**config.mk**
```make
export PLATFORM = sky130hd
export DESIGN_NAME = tsm_front
export DESIGN_NICKNAME = d
export VERILOG_FILES = /design/src/design/tsm_pkg.sv /design/src/design/tsm_front.sv
export SDC_FILE = /design/constraint.sdc
export NUM_CORES = 1
export LEC_CHECK = 0
export ABC_CLOCK_PERIOD_IN_PS = 10150
export BUFFER_PORTS_ARGS = -buffer_cell sky130_fd_sc_hd__clkbuf_2
export CORE_MARGIN = 2
export CORE_UTILIZATION = 45
export DETAILED_ROUTE_END_ITERATION = 16
export MAX_ROUTING_LAYER = met4
export PLACE_DENSITY = 0.68
export SLEW_MARGIN = 20
export SYNTH_ARGS = -nofsm -noshare
export SYNTH_HDL_FRONTEND = slang
export SYNTH_SLANG_ARGS = --single-unit
```
**constraint.sdc**
```tcl
create_clock -name clock -period 10.15 [get_ports clock]
set_input_delay 2.03 -clock clock [delete_from_list [all_inputs] [get_ports clock]]
set_output_delay 2.03 -clock clock [all_outputs]
set_load 0.1 [all_outputs]
```
**src/design/tsm_pkg.sv**
```systemverilog
// tsm_pkg: shared types and constants of the tlb shootdown slot mailbox
// used by every module of the block but tsm_ram; depends on nothing

package tsm_pkg;

   localparam int ASID_W   = 16;
   localparam int ADDR_W   = 48;
   localparam int PAGES_W  = 42;
   localparam int SLOTS_W  = 7;
   localparam int KIND_W   = 3;

   localparam logic [PAGES_W-1:0] PAGES_MAX       = {PAGES_W{1'b1}};
   localparam logic [PAGES_W-1:0] THRESHOLD_RESET = 42'd32;

   localparam int QUEUE_DEPTH = 2;

   typedef enum logic [0:0] {
      CMD_DEPOSIT = 1'b0,
      CMD_DRAIN   = 1'b1
   } cmd_type;

   typedef enum logic [KIND_W-1:0] {
      KIND_ACK   = 3'd0,
      KIND_RANGE = 3'd1,
      KIND_WHOLE = 3'd2,
      KIND_ALL   = 3'd3,
      KIND_IDLE  = 3'd4
   } kind_type;

   typedef enum logic [1:0] {
      BACK_IDLE,
      BACK_READ,
      BACK_EMIT
   } back_state_type;

   // classified item as it travels from front to back
   typedef struct packed {
      cmd_type            cmd;
      logic               whole;
      logic [ASID_W-1:0]  asid;
      logic [ADDR_W-1:0]  base;
      logic [ADDR_W-1:0]  length;
      logic [ADDR_W-1:0]  pages;
   } entry_type;

endpackage

```
**src/design/tsm_front.sv**
```systemverilog
// tsm_front: accepts request items, classifies and masks them, and queues them
// depends on tsm_pkg

module tsm_front #(
   parameter int PAGE_SHIFT = 12,
   parameter int ADDR_BITS  = 48,
   parameter int ASID_BITS  = 16
) (
   input  logic                       clock,
   input  logic                       reset,
   input  logic                       req_valid,
   output logic                       req_ready,
   input  logic                       req_cmd,
   input  logic                       req_whole_space,
   input  logic [tsm_pkg::ASID_W-1:0] req_asid,
   input  logic [tsm_pkg::ADDR_W-1:0] req_base_addr,
   input  logic [tsm_pkg::ADDR_W-1:0] req_length_bytes,
   output logic                       q_valid,
   input  logic                       q_pop,
   output tsm_pkg::entry_type         q_entry
);
   import tsm_pkg::*;

   localparam int AW = (ADDR_BITS < ADDR_W) ? ADDR_BITS : ADDR_W;
   localparam int PW = $clog2(QUEUE_DEPTH);
   localparam int FW = $clog2(QUEUE_DEPTH + 1);

   entry_type      entries_ff [QUEUE_DEPTH];
   logic [PW-1:0]  wr_ptr_ff, wr_ptr_in;
   logic [PW-1:0]  rd_ptr_ff, rd_ptr_in;
   logic [FW-1:0]  fill_ff, fill_in;
   entry_type      classified;
   logic           push;
   logic [AW-1:0]  len_masked;

   always_comb begin
      len_masked           = req_length_bytes[AW-1:0];
      classified.cmd       = cmd_type'(req_cmd);
      classified.whole     = req_whole_space;
      classified.asid      = ASID_W'(req_asid[ASID_BITS-1:0]);
      // a whole space deposit keeps no range and adds no pages
      if (req_whole_space) begin
         classified.base   = '0;
         classified.length = '0;
         classified.pages  = '0;
      end else begin
         classified.base   = ADDR_W'(req_base_addr[AW-1:0]);
         classified.length = ADDR_W'(len_masked);
         classified.pages  = ADDR_W'(len_masked >> PAGE_SHIFT);
      end
   end

   assign req_ready = (fill_ff != FW'(QUEUE_DEPTH));
   assign push      = req_valid && req_ready;
   assign q_valid   = (fill_ff != '0);
   assign q_entry   = entries_ff[rd_ptr_ff];

   always_comb begin
      wr_ptr_in = wr_ptr_ff;
      rd_ptr_in = rd_ptr_ff;
      fill_in   = fill_ff;
      if (push) begin
         wr_ptr_in = PW'(wr_ptr_ff + 1'b1);
      end
      if (q_pop) begin
         rd_ptr_in = PW'(rd_ptr_ff + 1'b1);
      end
      if (push && !q_pop) begin
         fill_in = FW'(fill_ff + 1'b1);
      end else if (q_pop && !push) begin
         fill_in = FW'(fill_ff - 1'b1);
      end
   end

   always_ff @(posedge clock) begin
      if (reset) begin
         wr_ptr_ff <= '0;
         rd_ptr_ff <= '0;
         fill_ff   <= '0;
      end else begin
         wr_ptr_ff <= wr_ptr_in;
         rd_ptr_ff <= rd_ptr_in;
         fill_ff   <= fill_in;
      end
   end

   always_ff @(posedge clock) begin
      if (push) begin
         entries_ff[wr_ptr_ff] <= classified;
      end
   end

endmodule

```
==> impl_metrics.env <==
export IMPL_outcome="finished, final reports clean"
export IMPL_synth_top_area_share_pct=70.55
export IMPL_rsz0062_at_grt="no"
export IMPL_rows=53
export IMPL_place_inst=1021
export IMPL_hold_class="reg2reg"
export IMPL_worstPathRequired_ns=8.12
export IMPL_fp_coreArea_sq_um=21090
export IMPL_cts_buffers=24
export IMPL_antenna_found_initial=2
export IMPL_max_slew_margin_pct=29.45
export IMPL_pre_cts_slack_ns=5.345
export IMPL_critPathMaxFanout=42
export IMPL_r2r_setup_slack_ns=7.57
export IMPL_route_detailed_drc=0
export IMPL_holdWs_ns=0.5131
export IMPL_tns_ns=0
export IMPL_portBuffers=269
export IMPL_die_area_sq_um=22760
export IMPL_p_leak_nw=4.687
export IMPL_drt_wl_total_mm=18.28
export IMPL_power_frac_comb_pct=34.9
export IMPL_drive_gt1_share_pct=53.67
export IMPL_postPlaceCellArea_sq_um=10950
export IMPL_stdcell_count=1067
export IMPL_fin_ws_ns=5.416
export IMPL_pwr_share_clk_pct=26.1
export IMPL_gp_congestion=0.7695
export IMPL_min_period_ns=4.734
export IMPL_synthAdderAreaFrac_pct=0.1289
export IMPL_final_area_sq_um=11700
export IMPL_cts_root_buf="clkbuf_16"
export IMPL_area_growth_pct=20.59
export IMPL_initial_utilization_pct=46.02
export IMPL_vias=5139
export IMPL_setup_viol=0
export IMPL_intPower_mw=1.816
export IMPL_hpwlAfterDp_mm=11.83
export IMPL_drt_iter0_drc=200
export IMPL_cts_repair_resized=0
export IMPL_finalMaxSlewViolations=0
export IMPL_synth_simple_area_share_pct=6.704
export IMPL_reg2reg_from="fill_ff[0]"
export IMPL_die_h_um=150.9
export IMPL_ys_types=25
export IMPL_cp_arrival_ns=2.70
export IMPL_post_route_period_util_pct=46.64
export IMPL_grt_max_degree=99
export IMPL_syn_avg_cell_area_sq_um=18.17
export IMPL_synth_area_mux_share_pct=15.55
export IMPL_critPathKind="reg2out"
export IMPL_ys_top_cells_by_count="edfxtp_1, nor2b_1, mux2_4"
export IMPL_dr_pass1_iters=4
export IMPL_synth_seq_area_share_pct=71.58
export IMPL_cts_sinks=233
export IMPL_synth_compound_area_share_pct=0.2579
export IMPL_postCtsSetupBuffers=0
export IMPL_boundaryPins=282
export IMPL_yosys_top_cells_area="edfxtp_1, mux2_4, mux2_2"
export IMPL_ys_ff_latch=233
export IMPL_ctsHoldBuffers=0
export IMPL_hold_viol=0
export IMPL_grt_pass1_vias=5394
export IMPL_sequentialPowerShare_pct=39.1
export IMPL_via_per_inst=4.816
export IMPL_cellPowerDensity_nw_per_um2=263.0
export IMPL_htreeDepth=1
export IMPL_syn_area_sq_um=9704
export IMPL_wl_per_cell_um=17.13
export IMPL_drv_cap=0
export IMPL_async_flop_share_pct=0
export IMPL_insertion_delay_ns=0.51
export IMPL_worst_r2r_endpoint="entries_ff[0][113]"
export IMPL_yosysMostFrequentCell="edfxtp_1"
export IMPL_overflow=0
export IMPL_clkTransAtPathRegs_ns=0.06
export IMPL_yosys_area_top_type="edfxtp_1"
export IMPL_vdd_drop_max_uv=191.4
export IMPL_skew_ns=0.007800
export IMPL_critPathCaptureType="output pin"
export IMPL_chipWidth_um=150.9
export IMPL_yosys_warnings=0
export IMPL_ant_nets=0
export IMPL_worstMarginPinSlew_ns=1.058
export IMPL_crit_path_end="q_entry[58]"
export IMPL_netlist_instances=534
export IMPL_reg2regPathDepth=4
export IMPL_start_kind="register"
export IMPL_p_sw_mw=1.262
export IMPL_synth_edf_count=228
export IMPL_fmax_mhz=211.2
export IMPL_switching_share_pct=41.01
export IMPL_grt_pass1_wl_mm=27.09
export IMPL_grtUsageTotal_pct=15.81
export IMPL_nets=892
export IMPL_cts_buffer_depth=3
export IMPL_cts_tree="done"
export IMPL_synth_top_family_by_area="multiplexers"
export IMPL_synth_xor_area_share_pct=0.2708
export IMPL_ys_flop_type="edfxtp_1"
flip-flops by register name (all words and copies together), names as in the netlist, named ones only:
register	count
fill_ff	2
wr_ptr_ff	1
rd_ptr_ff	1
entries_ff	228
worst max-delay path, cell delays in order (launching register included):
cell and delay, ns:
dfxtp_4 0.63, buf_4 0.73, mux2_2 0.43, clkbuf_2 0.37
cell type report:
| cell class | count | area, sq um |
|---|---|---|
| Sequential cell | 233 | 6950 |
| Antenna cell | 2 | 5.005 |
| Inverter | 2 | 10.01 |
| Timing Repair Buffer | 273 | 1399 |
| Clock buffer | 30 | 623.1 |
| Tap cell | 275 | 344.1 |
| Fill cell | 1727 | 9385 |
| Multi-Input combinational cell | 239 | 2273 |
| Clock inverter | 13 | 97.59 |
stage by stage:
step           util (%)  power [mW]
2_1_floorplan         -       2.193
3_3_place_gp      51.92       2.289
3_5_place_dp      51.92       2.301
4_1_cts           55.34       3.106
5_1_grt           55.49       3.182
6_report          55.49       3.078
worst min-delay path by stage:
stage	from	to	slack, ns	cells after the start
6_report	rd_ptr_ff	register	0.51	2
5_1_grt	fill_ff[1]	fill_ff[1]	0.57	2
4_1_cts	rd_ptr_ff	register	0.51	2
3_5_place_dp	rd_ptr_ff	register	0.50	2
3_3_place_gp	fill_ff[1]	fill_ff[1]	0.49	2
2_1_floorplan	fill_ff[1]	fill_ff[1]	0.46	2
cells in the final DEF (no fill, tap or decap), drive strengths merged:
cell type  netlist  routed
a21bo            1       1
a21oi            2       2
and2             1       1
and3             1       1
buf             66       5
bufinv           0       1
clkbuf           5     298
clkinv           0      11
clkinvlp         0       1
conb             1      12
dfxtp            5       5
diode            0       2
edfxtp         228     228
ha               1       1
inv              2       2
mux2           114     114
nand2b           1       1
nand3b           1       1
nor2             3       3
nor2b           96      96
o21ai            1       1
or2              1       1
or3              1       1
xnor2            1       1
xor2             2       2
layer usage:
| metal | vias up | track usage (%) | part of all wire (%) |
|---|---|---|---|
| met4 | 0 | 4.766 | 1.8 |
| met3 | 27 | 3.825 | 7.4 |
| li1 | 2381 | - | - |
| met2 | 202 | 27.16 | 52 |
| met5 | - | - | 0 |
| met1 | 2529 | 18.55 | 39 |
power groups by stage:
stage	combinational (mW)	sequential, mW	clock (mW)
after floorplan	0.975	1.22	0
after global placement	1.06	1.23	0
after detailed placement	1.07	1.23	0
after CTS	1.07	1.21	0.823
after global routing	1.11	1.21	0.865
final	1.07	1.20	0.803
logic make-up (layout without fill, tap and decap cells):
group,count (synthesis),count (layout)
AOI/OAI and AO/OA,4,4
DFF,233,233
other,1,14
and+or+nand+nor,105,105
adders and majority gates,1,1
xor gates and xnor gates,3,3
muxes,114,114
buffers and inverters,73,318
Power figures use the tool's default switching activity.
